===== config.mk =====
export PLATFORM = sky130hd
export DESIGN_NAME = grid_wall_follower_collector_top
export DESIGN_NICKNAME = d
export VERILOG_FILES = /design/src/gwf_pkg.sv /design/src/gwf_bank.sv /design/src/gwf_walker.sv /design/src/grid_wall_follower_collector_top.sv
export SDC_FILE = /design/constraint.sdc
export NUM_CORES = 2
export LEC_CHECK = 0
export BUFFER_PORTS_ARGS = -buffer_cell sky130_fd_sc_hd__buf_4
export CAP_MARGIN = 0
export CORE_UTILIZATION = 30
export DETAILED_ROUTE_END_ITERATION = 10
export PLACE_DENSITY_LB_ADDON = 0.1
export SYNTH_ARGS = -nofsm -noshare
export SYNTH_HDL_FRONTEND = slang
export SYNTH_HIERARCHICAL = 1
export SYNTH_SLANG_ARGS = --single-unit

===== constraint.sdc =====
create_clock -name clk -period 8.5 [get_ports clk]
set_input_delay 0.85 -clock clk [delete_from_list [all_inputs] [get_ports clk]]
set_output_delay 0.85 -clock clk [all_outputs]
set_load 0.02 [all_outputs]

===== src/gwf_pkg.sv =====
// ----------------------------------------------------------------------------
// gwf_pkg
// Shared types, codes and helpers for the grid wall follower collector.
// ----------------------------------------------------------------------------
package gwf_pkg;

  typedef logic [1:0] cell_t;

  localparam cell_t CELL_FREE = 2'd0;
  localparam cell_t CELL_WALL = 2'd1;
  localparam cell_t CELL_COIN = 2'd2;

  localparam logic [1:0] OP_LOAD  = 2'd0;
  localparam logic [1:0] OP_STEP  = 2'd1;
  localparam logic [1:0] OP_PLACE = 2'd2;

  localparam logic [1:0] HEAD_RIGHT = 2'd0;
  localparam logic [1:0] HEAD_DOWN  = 2'd1;
  localparam logic [1:0] HEAD_LEFT  = 2'd2;
  localparam logic [1:0] HEAD_UP    = 2'd3;

  localparam logic [1:0] CFG_START_ROW = 2'd0;
  localparam logic [1:0] CFG_START_COL = 2'd1;
  localparam logic [1:0] CFG_EXIT_ROW  = 2'd2;
  localparam logic [1:0] CFG_EXIT_COL  = 2'd3;

  localparam logic [3:0] RST_ROW       = 4'd1;
  localparam logic [3:0] RST_COL       = 4'd1;
  localparam logic [3:0] RST_START_ROW = 4'd1;
  localparam logic [3:0] RST_START_COL = 4'd1;
  localparam logic [3:0] RST_EXIT_ROW  = 4'd4;
  localparam logic [3:0] RST_EXIT_COL  = 4'd4;

  localparam logic [15:0] COUNT_MAX = 16'hFFFF;

  // Bank word address width: a bank holds one parity class, eight cells per row.
  localparam int BANK_ADDR_FULL = 7;

  typedef struct packed {
    logic [3:0] row;
    logic [3:0] col;
  } cell_pos_t;

  typedef struct packed {
    logic      en;
    cell_pos_t pos;
    cell_t     data;
  } wr_req_t;

  typedef struct packed {
    cell_pos_t cur;
    cell_pos_t rgt;
    cell_pos_t fwd;
  } rd_req_t;

  typedef struct packed {
    logic [3:0] start_row;
    logic [3:0] start_col;
    logic [3:0] exit_row;
    logic [3:0] exit_col;
  } cfg_t;

  typedef struct packed {
    logic        at_exit;
    logic        coin_taken;
    logic [15:0] coin_total;
    logic [1:0]  heading;
    logic [3:0]  walker_col;
    logic [3:0]  walker_row;
  } res_t;

  // Neighbor row; one above row zero wraps to a large value, i.e. outside.
  function automatic logic [4:0] nb_row(logic [3:0] r, logic [1:0] d);
    logic [4:0] r5;
    r5 = {1'b0, r};
    case (d)
      HEAD_DOWN: nb_row = r5 + 5'd1;
      HEAD_UP:   nb_row = r5 - 5'd1;
      default:   nb_row = r5;
    endcase
  endfunction

  function automatic logic [4:0] nb_col(logic [3:0] c, logic [1:0] d);
    logic [4:0] c5;
    c5 = {1'b0, c};
    case (d)
      HEAD_RIGHT: nb_col = c5 + 5'd1;
      HEAD_LEFT:  nb_col = c5 - 5'd1;
      default:    nb_col = c5;
    endcase
  endfunction

  // Checkerboard bank select and word address within the bank.
  function automatic logic cell_parity(cell_pos_t p);
    cell_parity = p.row[0] ^ p.col[0];
  endfunction

  function automatic logic [BANK_ADDR_FULL-1:0] bank_index(cell_pos_t p);
    bank_index = {p.row, p.col[3:1]};
  endfunction

endpackage


===== src/gwf_bank.sv =====
// ----------------------------------------------------------------------------
// gwf_bank
// One checkerboard half of the grid: one write port, two registered reads,
// per-entry valid bits so unwritten cells read as free after reset.
// ----------------------------------------------------------------------------
module gwf_bank
  import gwf_pkg::*;
#(
  parameter int AW = 7
) (
  input  logic          clk,
  input  logic          rst,
  input  logic          wr_en,
  input  logic [AW-1:0] wr_addr,
  input  cell_t         wr_data,
  input  logic [AW-1:0] rd_addr0,
  input  logic [AW-1:0] rd_addr1,
  output cell_t         rd_data0,
  output cell_t         rd_data1
);

  localparam int DEPTH = 1 << AW;

  cell_t            mem [DEPTH];
  logic [DEPTH-1:0] valid;

  always_ff @(posedge clk) begin
    if (wr_en) begin
      mem[wr_addr] <= wr_data;
    end
  end

  always_ff @(posedge clk) begin
    if (rst) begin
      valid <= '0;
    end else if (wr_en) begin
      valid[wr_addr] <= 1'b1;
    end
  end

  // Write-first: a read of the cell written this cycle returns the new value.
  always_ff @(posedge clk) begin
    if (rst) begin
      rd_data0 <= CELL_FREE;
      rd_data1 <= CELL_FREE;
    end else begin
      if (wr_en && wr_addr == rd_addr0) begin
        rd_data0 <= wr_data;
      end else if (valid[rd_addr0]) begin
        rd_data0 <= mem[rd_addr0];
      end else begin
        rd_data0 <= CELL_FREE;
      end
      if (wr_en && wr_addr == rd_addr1) begin
        rd_data1 <= wr_data;
      end else if (valid[rd_addr1]) begin
        rd_data1 <= mem[rd_addr1];
      end else begin
        rd_data1 <= CELL_FREE;
      end
    end
  end

endmodule


===== src/gwf_walker.sv =====
// ----------------------------------------------------------------------------
// gwf_walker
// Walker state and one item's update: load, right-hand step, place. Drives
// the grid write and the cell reads for the position it moves to.
// ----------------------------------------------------------------------------
module gwf_walker
  import gwf_pkg::*;
#(
  parameter int ROWS_EFF = 16,
  parameter int COLS_EFF = 16
) (
  input  logic       clk,
  input  logic       rst,
  input  logic       in_fire,
  input  logic [1:0] opcode,
  input  logic [3:0] cell_row,
  input  logic [3:0] cell_col,
  input  cell_t      cell_value,
  input  cfg_t       cfg,
  input  cell_t      cur_cell,
  input  cell_t      rgt_cell,
  input  cell_t      fwd_cell,
  output wr_req_t    wr,
  output rd_req_t    rd,
  output res_t       res
);

  localparam logic [4:0] ROW_LIM = 5'(ROWS_EFF);
  localparam logic [4:0] COL_LIM = 5'(COLS_EFF);

  logic [3:0]  pos_row, pos_row_next;
  logic [3:0]  pos_col, pos_col_next;
  logic [1:0]  heading, heading_next;
  logic [15:0] coin_count, coin_count_next;

  logic [1:0]  rgt_dir, rgt_dir_next;
  logic [4:0]  rr5, rc5, fr5, fc5;
  logic        cur_in, rgt_clear, fwd_clear, on_exit, take;

  function automatic logic in_grid(logic [4:0] r, logic [4:0] c);
    in_grid = (r < ROW_LIM) && (c < COL_LIM);
  endfunction

  always_comb begin
    rgt_dir   = heading + 2'd1;
    rr5       = nb_row(pos_row, rgt_dir);
    rc5       = nb_col(pos_col, rgt_dir);
    fr5       = nb_row(pos_row, heading);
    fc5       = nb_col(pos_col, heading);
    cur_in    = in_grid({1'b0, pos_row}, {1'b0, pos_col});
    rgt_clear = in_grid(rr5, rc5) && rgt_cell != CELL_WALL;
    fwd_clear = in_grid(fr5, fc5) && fwd_cell != CELL_WALL;
    on_exit   = pos_row == cfg.exit_row && pos_col == cfg.exit_col;
    take      = (opcode == OP_STEP) && cur_in && cur_cell == CELL_COIN;
  end

  always_comb begin
    pos_row_next    = pos_row;
    pos_col_next    = pos_col;
    heading_next    = heading;
    coin_count_next = coin_count;
    wr.en           = 1'b0;
    wr.pos.row      = cell_row;
    wr.pos.col      = cell_col;
    wr.data         = cell_value;
    if (in_fire) begin
      case (opcode)
        OP_LOAD: begin
          wr.en = in_grid({1'b0, cell_row}, {1'b0, cell_col});
        end
        OP_STEP: begin
          if (take) begin
            // clear the coin under the walker
            wr.en      = 1'b1;
            wr.pos.row = pos_row;
            wr.pos.col = pos_col;
            wr.data    = CELL_FREE;
            if (coin_count != COUNT_MAX) begin
              coin_count_next = coin_count + 16'd1;
            end
          end
          if (!on_exit) begin
            if (rgt_clear) begin
              heading_next = rgt_dir;
              pos_row_next = rr5[3:0];
              pos_col_next = rc5[3:0];
            end else if (fwd_clear) begin
              pos_row_next = fr5[3:0];
              pos_col_next = fc5[3:0];
            end else begin
              heading_next = heading + 2'd3;
            end
          end
        end
        OP_PLACE: begin
          pos_row_next    = cfg.start_row;
          pos_col_next    = cfg.start_col;
          heading_next    = HEAD_RIGHT;
          coin_count_next = '0;
        end
        default: ;
      endcase
    end
  end

  always_ff @(posedge clk) begin
    if (rst) begin
      pos_row    <= RST_ROW;
      pos_col    <= RST_COL;
      heading    <= HEAD_RIGHT;
      coin_count <= '0;
    end else begin
      pos_row    <= pos_row_next;
      pos_col    <= pos_col_next;
      heading    <= heading_next;
      coin_count <= coin_count_next;
    end
  end

  // Fetch the cells around the position held next cycle.
  always_comb begin
    rgt_dir_next = heading_next + 2'd1;
    rd.cur.row   = pos_row_next;
    rd.cur.col   = pos_col_next;
    rd.rgt.row   = 4'(nb_row(pos_row_next, rgt_dir_next));
    rd.rgt.col   = 4'(nb_col(pos_col_next, rgt_dir_next));
    rd.fwd.row   = 4'(nb_row(pos_row_next, heading_next));
    rd.fwd.col   = 4'(nb_col(pos_col_next, heading_next));
  end

  always_comb begin
    res.walker_row = pos_row_next;
    res.walker_col = pos_col_next;
    res.heading    = heading_next;
    res.coin_total = coin_count_next;
    res.coin_taken = take;
    res.at_exit    = pos_row_next == cfg.exit_row && pos_col_next == cfg.exit_col;
  end

endmodule


===== src/grid_wall_follower_collector_top.sv =====
// ----------------------------------------------------------------------------
// grid_wall_follower_collector_top
// Grid map walker following the right-hand wall rule and collecting coins.
// ----------------------------------------------------------------------------
//  Channel  Dir  Handshake          Payload
//  s_*      in   s_tvalid/s_tready  tuser: opcode; tdata: row, col, value
//  m_*      out  m_tvalid/m_tready  tdata: walker state after the request
//  cfg_*    in   cfg_wr_en          cfg_index, cfg_wdata
//
//  One request per cycle while the output is not stalled; its result is valid the cycle after acceptance.
//  The grid sits in two checkerboard banks whose registered reads always
//  hold the current, right and front cells of the walker, refetched each
//  cycle from the next position.
//  Reset clears walker, config and grid valid bits.
//  A stalled result holds the output register and blocks new requests.
// ----------------------------------------------------------------------------
module grid_wall_follower_collector_top
  import gwf_pkg::*;
#(
  parameter int GRID_ROWS = 16,
  parameter int GRID_COLS = 16
) (
  input  logic        clk,
  input  logic        rst,
  input  logic        s_tvalid,
  output logic        s_tready,
  input  logic [1:0]  s_tuser,   // [1:0] opcode
  input  logic [15:0] s_tdata,   // [3:0] cell_row, [7:4] cell_col, [9:8] cell_value
  output logic        m_tvalid,
  input  logic        m_tready,
  output logic [31:0] m_tdata,   // [3:0] walker_row, [7:4] walker_col, [9:8] heading,
                                 // [25:10] coin_total, [26] coin_taken, [27] at_exit
  input  logic        cfg_wr_en,
  input  logic [1:0]  cfg_index,
  input  logic [3:0]  cfg_wdata
);

  localparam int ROWS_EFF = (GRID_ROWS < 16) ? GRID_ROWS : 16;
  localparam int COLS_EFF = (GRID_COLS < 16) ? GRID_COLS : 16;
  localparam int AW       = $clog2(ROWS_EFF * 8);

  cfg_t    cfg;
  wr_req_t wr;
  rd_req_t rd;
  res_t    res, res_q;
  logic    in_fire;
  logic    rd_par, rd_par_q, wr_par;
  cell_t   b0_rd0, b0_rd1, b1_rd0, b1_rd1;
  cell_t   cur_cell, rgt_cell, fwd_cell;

  logic [BANK_ADDR_FULL-1:0] cur_idx, rgt_idx, fwd_idx, wr_idx;

  assign s_tready = !rst && (!m_tvalid || m_tready);
  assign in_fire  = s_tvalid && s_tready;

  always_ff @(posedge clk) begin
    if (rst) begin
      cfg.start_row <= RST_START_ROW;
      cfg.start_col <= RST_START_COL;
      cfg.exit_row  <= RST_EXIT_ROW;
      cfg.exit_col  <= RST_EXIT_COL;
    end else if (cfg_wr_en) begin
      case (cfg_index)
        CFG_START_ROW: cfg.start_row <= cfg_wdata;
        CFG_START_COL: cfg.start_col <= cfg_wdata;
        CFG_EXIT_ROW:  cfg.exit_row  <= cfg_wdata;
        CFG_EXIT_COL:  cfg.exit_col  <= cfg_wdata;
        default: ;
      endcase
    end
  end

  gwf_walker #(
    .ROWS_EFF (ROWS_EFF),
    .COLS_EFF (COLS_EFF)
  ) u_walker (
    .clk        (clk),
    .rst        (rst),
    .in_fire    (in_fire),
    .opcode     (s_tuser),
    .cell_row   (s_tdata[3:0]),
    .cell_col   (s_tdata[7:4]),
    .cell_value (s_tdata[9:8]),
    .cfg        (cfg),
    .cur_cell   (cur_cell),
    .rgt_cell   (rgt_cell),
    .fwd_cell   (fwd_cell),
    .wr         (wr),
    .rd         (rd),
    .res        (res)
  );

  // The walker's cell is in one bank, both neighbors in the other.
  always_comb begin
    rd_par  = cell_parity(rd.cur);
    wr_par  = cell_parity(wr.pos);
    cur_idx = bank_index(rd.cur);
    rgt_idx = bank_index(rd.rgt);
    fwd_idx = bank_index(rd.fwd);
    wr_idx  = bank_index(wr.pos);
  end

  always_ff @(posedge clk) begin
    if (rst) begin
      rd_par_q <= RST_ROW[0] ^ RST_COL[0];
    end else begin
      rd_par_q <= rd_par;
    end
  end

  gwf_bank #(.AW(AW)) u_bank0 (
    .clk      (clk),
    .rst      (rst),
    .wr_en    (wr.en && !wr_par),
    .wr_addr  (wr_idx[AW-1:0]),
    .wr_data  (wr.data),
    .rd_addr0 (rd_par ? rgt_idx[AW-1:0] : cur_idx[AW-1:0]),
    .rd_addr1 (rd_par ? fwd_idx[AW-1:0] : cur_idx[AW-1:0]),
    .rd_data0 (b0_rd0),
    .rd_data1 (b0_rd1)
  );

  gwf_bank #(.AW(AW)) u_bank1 (
    .clk      (clk),
    .rst      (rst),
    .wr_en    (wr.en && wr_par),
    .wr_addr  (wr_idx[AW-1:0]),
    .wr_data  (wr.data),
    .rd_addr0 (rd_par ? cur_idx[AW-1:0] : rgt_idx[AW-1:0]),
    .rd_addr1 (rd_par ? cur_idx[AW-1:0] : fwd_idx[AW-1:0]),
    .rd_data0 (b1_rd0),
    .rd_data1 (b1_rd1)
  );

  always_comb begin
    cur_cell = rd_par_q ? b1_rd0 : b0_rd0;
    rgt_cell = rd_par_q ? b0_rd0 : b1_rd0;
    fwd_cell = rd_par_q ? b0_rd1 : b1_rd1;
  end

  // Output register: load on accept, hold while stalled.
  always_ff @(posedge clk) begin
    if (rst) begin
      m_tvalid <= 1'b0;
    end else if (in_fire) begin
      m_tvalid <= 1'b1;
    end else if (m_tready) begin
      m_tvalid <= 1'b0;
    end
  end

  always_ff @(posedge clk) begin
    if (in_fire) begin
      res_q <= res;
    end
  end

  assign m_tdata = {4'b0, res_q};

endmodule


; Word level (Yosys, flattened, before mapping)
; Memories as Yosys holds them, arrays and structs flattened.
; Index checks and enable logic that the tools add are counted.
[classes]
add_sub_neg = 12
order_cmp = 10
eq_ne = 29
mux = 62
n_bitwise = 4
reduce_logical = 31
[ops]
columns = op, n
row1 = 128-bit OR, 2
row2 = 16-bit 2-to-1 mux, 3
row3 = 4-bit one-hot mux with 2 select lines, 6
row4 = "7-bit by 8-bit < comparator with 1-bit output, second input constant", 5
row5 = 5-bit one-hot mux with 2 select lines, 4
row6 = 4-bit 2-to-1 mux, 8
row7 = 16-bit one-hot mux with 2 select lines, 1
row8 = 2-bit 2-to-1 mux, 15
row9 = 1-bit binary-select mux with 7-bit select, 4
row10 = 7-bit == test, 4
row11 = 7-bit 2-to-1 mux, 4
row12 = "2-bit == test, second input constant", 12
row13 = 11-bit 2-to-1 mux, 2
row14 = "5-bit < comparator, second input constant", 4
row15 = "16-bit by 1-bit adder with 16-bit output, second input constant", 1
row16 = 4-bit == test, 4
row17 = 1-bit logical AND, 16
row18 = "16-bit inequality test, second input constant", 1
row19 = "2-bit by 1-bit == test with 1-bit output, second input constant", 6
row20 = 2-bit logical NOT, 6
row21 = 1-bit 2-to-1 mux, 11
row22 = "4-bit by 1-bit adder with 5-bit output, second input constant", 2
row23 = 10-bit 2-to-1 mux, 1
row24 = "4-bit by 1-bit subtractor with 5-bit output, second input constant", 2
row25 = 14 further kinds, 24
[totals]
register_bits = 336
ram_bits = 512
in_bits = 29
output_inout_bits = 34
word_cells = 172
mem_count = 2
[mem_list]
columns = name, words, width, rd, rd_clocked_by_memory_dff, write_ports, line
row1 = u_bank0.mem, 128, 2, 2, 0, 1, gwf_bank.sv:24  ; cell_t mem [DEPTH];
row2 = u_bank1.mem, 128, 2, 2, 0, 1, gwf_bank.sv:24

; Longest topological paths before layout
[depth]
word_depth = 18
depth_mapped = 27
ltp_nobuf = 20

; Cells and area by module
; Netlist, hierarchy kept.
[modules_own_cells]
columns = module, instances, cells_each, area_each_um2, seq_area_each_um2
row1 = gwf_bank, 2, 1404, 18874.4, 10329.9
row2 = gwf_walker, 1, 426, 3319.4, 520.5
row3 = grid_wall_follower_collector_top, 1, 148, 2120.8, 1201.2

; Worst setup path before layout
; OpenSTA, ideal clock, no wires.
[synth_path]
path_type = input to register
start = input rst
end = register u_bank0.rd_data0[0]
setup_time_ns = 0.125
t_arrival_ns = 7.351
t_required_ns = 8.375
setup_slack_ns = 1.024
path_stages = 20
path_buffers = 5
path_cell_list = clkbuf_1 > nor3b_1 > nand2_2 > a21oi_4 > or4b_1 > a31o_1 > buf_6 > clkinv_8 > mux2i_1 > nor2_1 > xnor2_1 > mux2_4 > buf_6 > buf_4 > buf_2 > mux4_2 > mux4_2 > mux2_2 > o2111ai_1 > nand2_1
[synth_rtl]
columns = item, line
row1 = from (decl), grid_wall_follower_collector_top.sv:24  ; input logic rst,
row2 = to (signal assigned), gwf_bank.sv:48  ; rd_data0 <= wr_data;
row3 = to (signal assigned), gwf_bank.sv:50  ; rd_data0 <= mem[rd_addr0];
row4 = to (decl), gwf_bank.sv:18  ; output cell_t rd_data0,

==> PnR_summary.wiki <==
{| class="wikitable"
! Metric !! Value
|-
| Result of the run || completed
|-
| Die Footprint || 0.145 mm^2
|-
| Post-route clock period utilization || between 80 and 90%
|-
| First-iteration detailed-routing DRC count || ~2500
|-
| Hold buffer count at cts || 0
|-
| Input/output buffers || 52
|-
| Core ar. || 0.142 mm^2
|-
| Worst Tran Pin Value || ~1.3 ns
|-
| Ratio of routed vias to standard cells || 5.47
|-
| Fin crit period || 7.38 ns
|-
| Post-cts sizing count || 0
|-
| Clk root buf || clkbuf_16
|-
| Endpoints failing hold || 0
|-
| Uppermost metal layer occupied by signal nets || met4
|-
| Wire length of the first global-routing pass || 214000 um
|-
| CP Capture Type || flop
|-
| Gate Count Post-Synth || 3380
|-
| Latest clock arrival within the worst-skew pair || approximately 0.72 ns
|-
| Number of nets at the end of the flow || about 3400
|-
| Number of top-level design ports || 63
|-
| Pwr per Cell Area || between 200 and 250 mW/mm^2
|-
| Remaining antenna violation count || 0
|-
| Total of endpoints with negative setup slack in the final report || 0
|-
| Global Route Usage Sum || about 20%
|-
| Crit Path Class || reg2reg
|-
| Detailed Route WL || between 100000 and 150000 um
|-
| Unrepaired setup endpoints after global routing || false
|-
| Via count of the first global-routing pass || approximately 30000
|-
| Routed WL per cell || around 27 um
|-
| Fill cell total of the finished layout || about 14000
|-
| Clock Sinks || about 850
|-
| Met2 wire len || just under 70000 um
|-
| Maximum ir drop on the vdd rail || roughly 0.16 mV
|-
| Path class of the lowest-slack min-delay path || in2reg
|-
| Vert. Die Dim || about 380 um
|-
| Leftover overflow at the end of global routing || 0
|-
| Chip width || between 300 and 400 um
|-
| Final routed DRC violation total || 0
|-
| Number of post-CTS setup repair buffers || 0
|-
| Average footprint of a synthesized cell || around 13 um^2
|-
| Yosys synthesis warning count || 6
|-
| Count of vias placed by the detailed router || approximately 29000
|-
| Leak || around 16 nW
|-
| CTS tree || yes
|-
| Final Hold Slack || 0.365 ns
|-
| Number of antenna violations at the first check in global routing || 1
|-
| Data arrival time of the critical path || between 7 and 8 ns
|-
| Proportion of layout cells with a drive suffix above 1 || a little under a quarter
|-
| Relative max-transition margin || between 15 and 20%
|-
| Area growth from synthesis to final layout || 13.6%
|-
| Final Max Slew Viols || 0
|-
| Wire length the detailed router placed on met1 || 65500 um
|-
| H-tree depth || 3
|-
| Highest fanout seen on the critical path || 32
|-
| Critical path required time || 9.06 ns
|-
| Std-Cell Rows || roughly 140
|-
| Netlist area before placement || between 0.04 and 0.05 mm^2
|-
| CP Launch Type || flop
|-
| Setup TNS || 0 ns
|-
| Met3 routed wirelength || about 7300 um
|-
| Max-cap violation count || 0
|-
| Clock slew seen by the registers of the worst setup and hold paths || around 0.060 ns
|-
| Worst-case clock buffer depth || 3
|-
| CTS Buf Count || between 100 and 150
|-
| DR pass1 iterations || 5
|-
| Maximum frequency from static timing analysis || roughly 0.14 GHz
|-
| Antenna diodes || 0
|-
| Maximum number of pins on one net before global-route repair || roughly 220
|-
| Initial standard-cell utilization of the core || 30.4%
|-
| Placer Congestion || roughly 0.85
|-
| Detailed placement HPWL || about 97000 um
|-
| Post-Route Skew || approximately 0.032 ns
|}
==> final timing paths <==
path	start	end	slack, ns	cells after the start
max	u_walker/heading[0]$_SDFF_PP0_	u_bank1/rd_data1[1]$_SDFF_PP0_	1.12	16
min reg2reg	cfg[13]$_SDFFE_PP0P_	cfg[13]$_SDFFE_PP0P_	0.48	2
max reg2reg	u_walker/heading[0]$_SDFF_PP0_	u_bank1/rd_data1[1]$_SDFF_PP0_	1.12	16
min	s_tvalid	m_tvalid$_SDFFE_PP0P_	0.36	2
==> layout make-up <==
type / instances / area, um^2 / area share (%)
clock buffers: 130 / 2820 / 5.76
clock inverters: 62 / 832 / 1.70
inverters: 41 / 166 / 0.339
multi-input cells: 2247 / 19400 / 39.6
flip-flops and latches: 848 / 22400 / 45.6
well taps: 1890 / 2360 / 4.82
repair buffers: 121 / 1040 / 2.12
==> per-layer routing <==
layer / track usage, % / vias to the layer above
li1: - / 12729
met2: 32.4 / 933
met4: 5.73 / 0
met5: 0 / -
met3: 3.04 / 221
met1: 27.5 / 15316
==> power by group <==
group	total (mW)	switching [mW]	internal (mW)
registers	4.40	0.0156	4.39
clock network	4.74	1.86	2.87
logic	1.99	1.24	0.756
==> stage by stage <==
stage | cell area [um^2] | worst slack, ns | total power [mW] | instances | util, %
2_1_floorplan | 43200 | 1.02 | 5.86 | 3383 | -
3_3_place_gp | 45400 | 1.27 | 6.50 | 5147 | 31.9
3_5_place_dp | 45400 | 1.21 | 6.50 | 5147 | 31.9
4_1_cts | 49000 | 1.15 | 11.3 | 5339 | 34.5
5_1_grt | 49000 | 0.790 | 11.5 | 5339 | 34.5
6_report | 49000 | 1.12 | 11.1 | 5339 | 34.5
==> critical path: stages (launching register included) <==
cell       delay (ns)
dfxtp_1          0.55
inv_1            0.18
ha_1             0.42
and4bb_1         0.30
or2_1            0.35
a2111oi_4        0.38
o21ai_2          0.13
a211oi_4         0.40
inv_2            0.22
xnor2_4          0.72
mux2_4           0.88
mux4_2           0.60
mux2_2           0.29
a2111oi_0        0.79
nor2_1           0.26
o21ai_0          0.49
o21ai_0          0.19
==> sequential cells by signal, indices dropped and copies added, names as in the netlist <==
| register | count |
|---|---|
| u_walker/pos_col | 4 |
| u_bank1/valid | 128 |
| u_walker/heading | 2 |
| u_bank1/mem | 256 |
| m_tdata | 28 |
| u_walker/coin_count | 16 |
| u_bank0/mem | 256 |
| u_walker/pos_row | 4 |
| u_bank0/valid | 128 |
| m_tvalid | 1 |
| u_bank1/rd_data1 | 2 |
| cfg | 16 |
| u_bank1/rd_data0 | 2 |
| u_bank0/rd_data1 | 2 |
| u_bank0/rd_data0 | 2 |
| rd_par_q | 1 |
==> layout by cell type, fill, tap and decap left out, types with 13 or more instances in the layout <==
cell,instances
a211oi_1,27
a21oi_1,41
a221oi_1,16
a22oi_1,44
and2_1,16
buf_4,110
bufinv_16,17
clkbuf_1,16
clkbuf_16,106
clkinv_2,16
dfxtp_1,308
edfxtp_1,540
ha_1,18
inv_1,34
mux2_2,44
mux2_4,16
mux2i_1,115
mux4_2,368
nand2_1,127
nand2b_1,39
nand3_1,51
nand4_1,29
nor2_1,839
nor2b_1,54
nor3_1,45
o211ai_1,13
o21a_1,14
o21ai_0,47
o22ai_1,16
xnor2_1,40
xor2_1,26
Note: power is estimated with default switching activity, not from simulation.
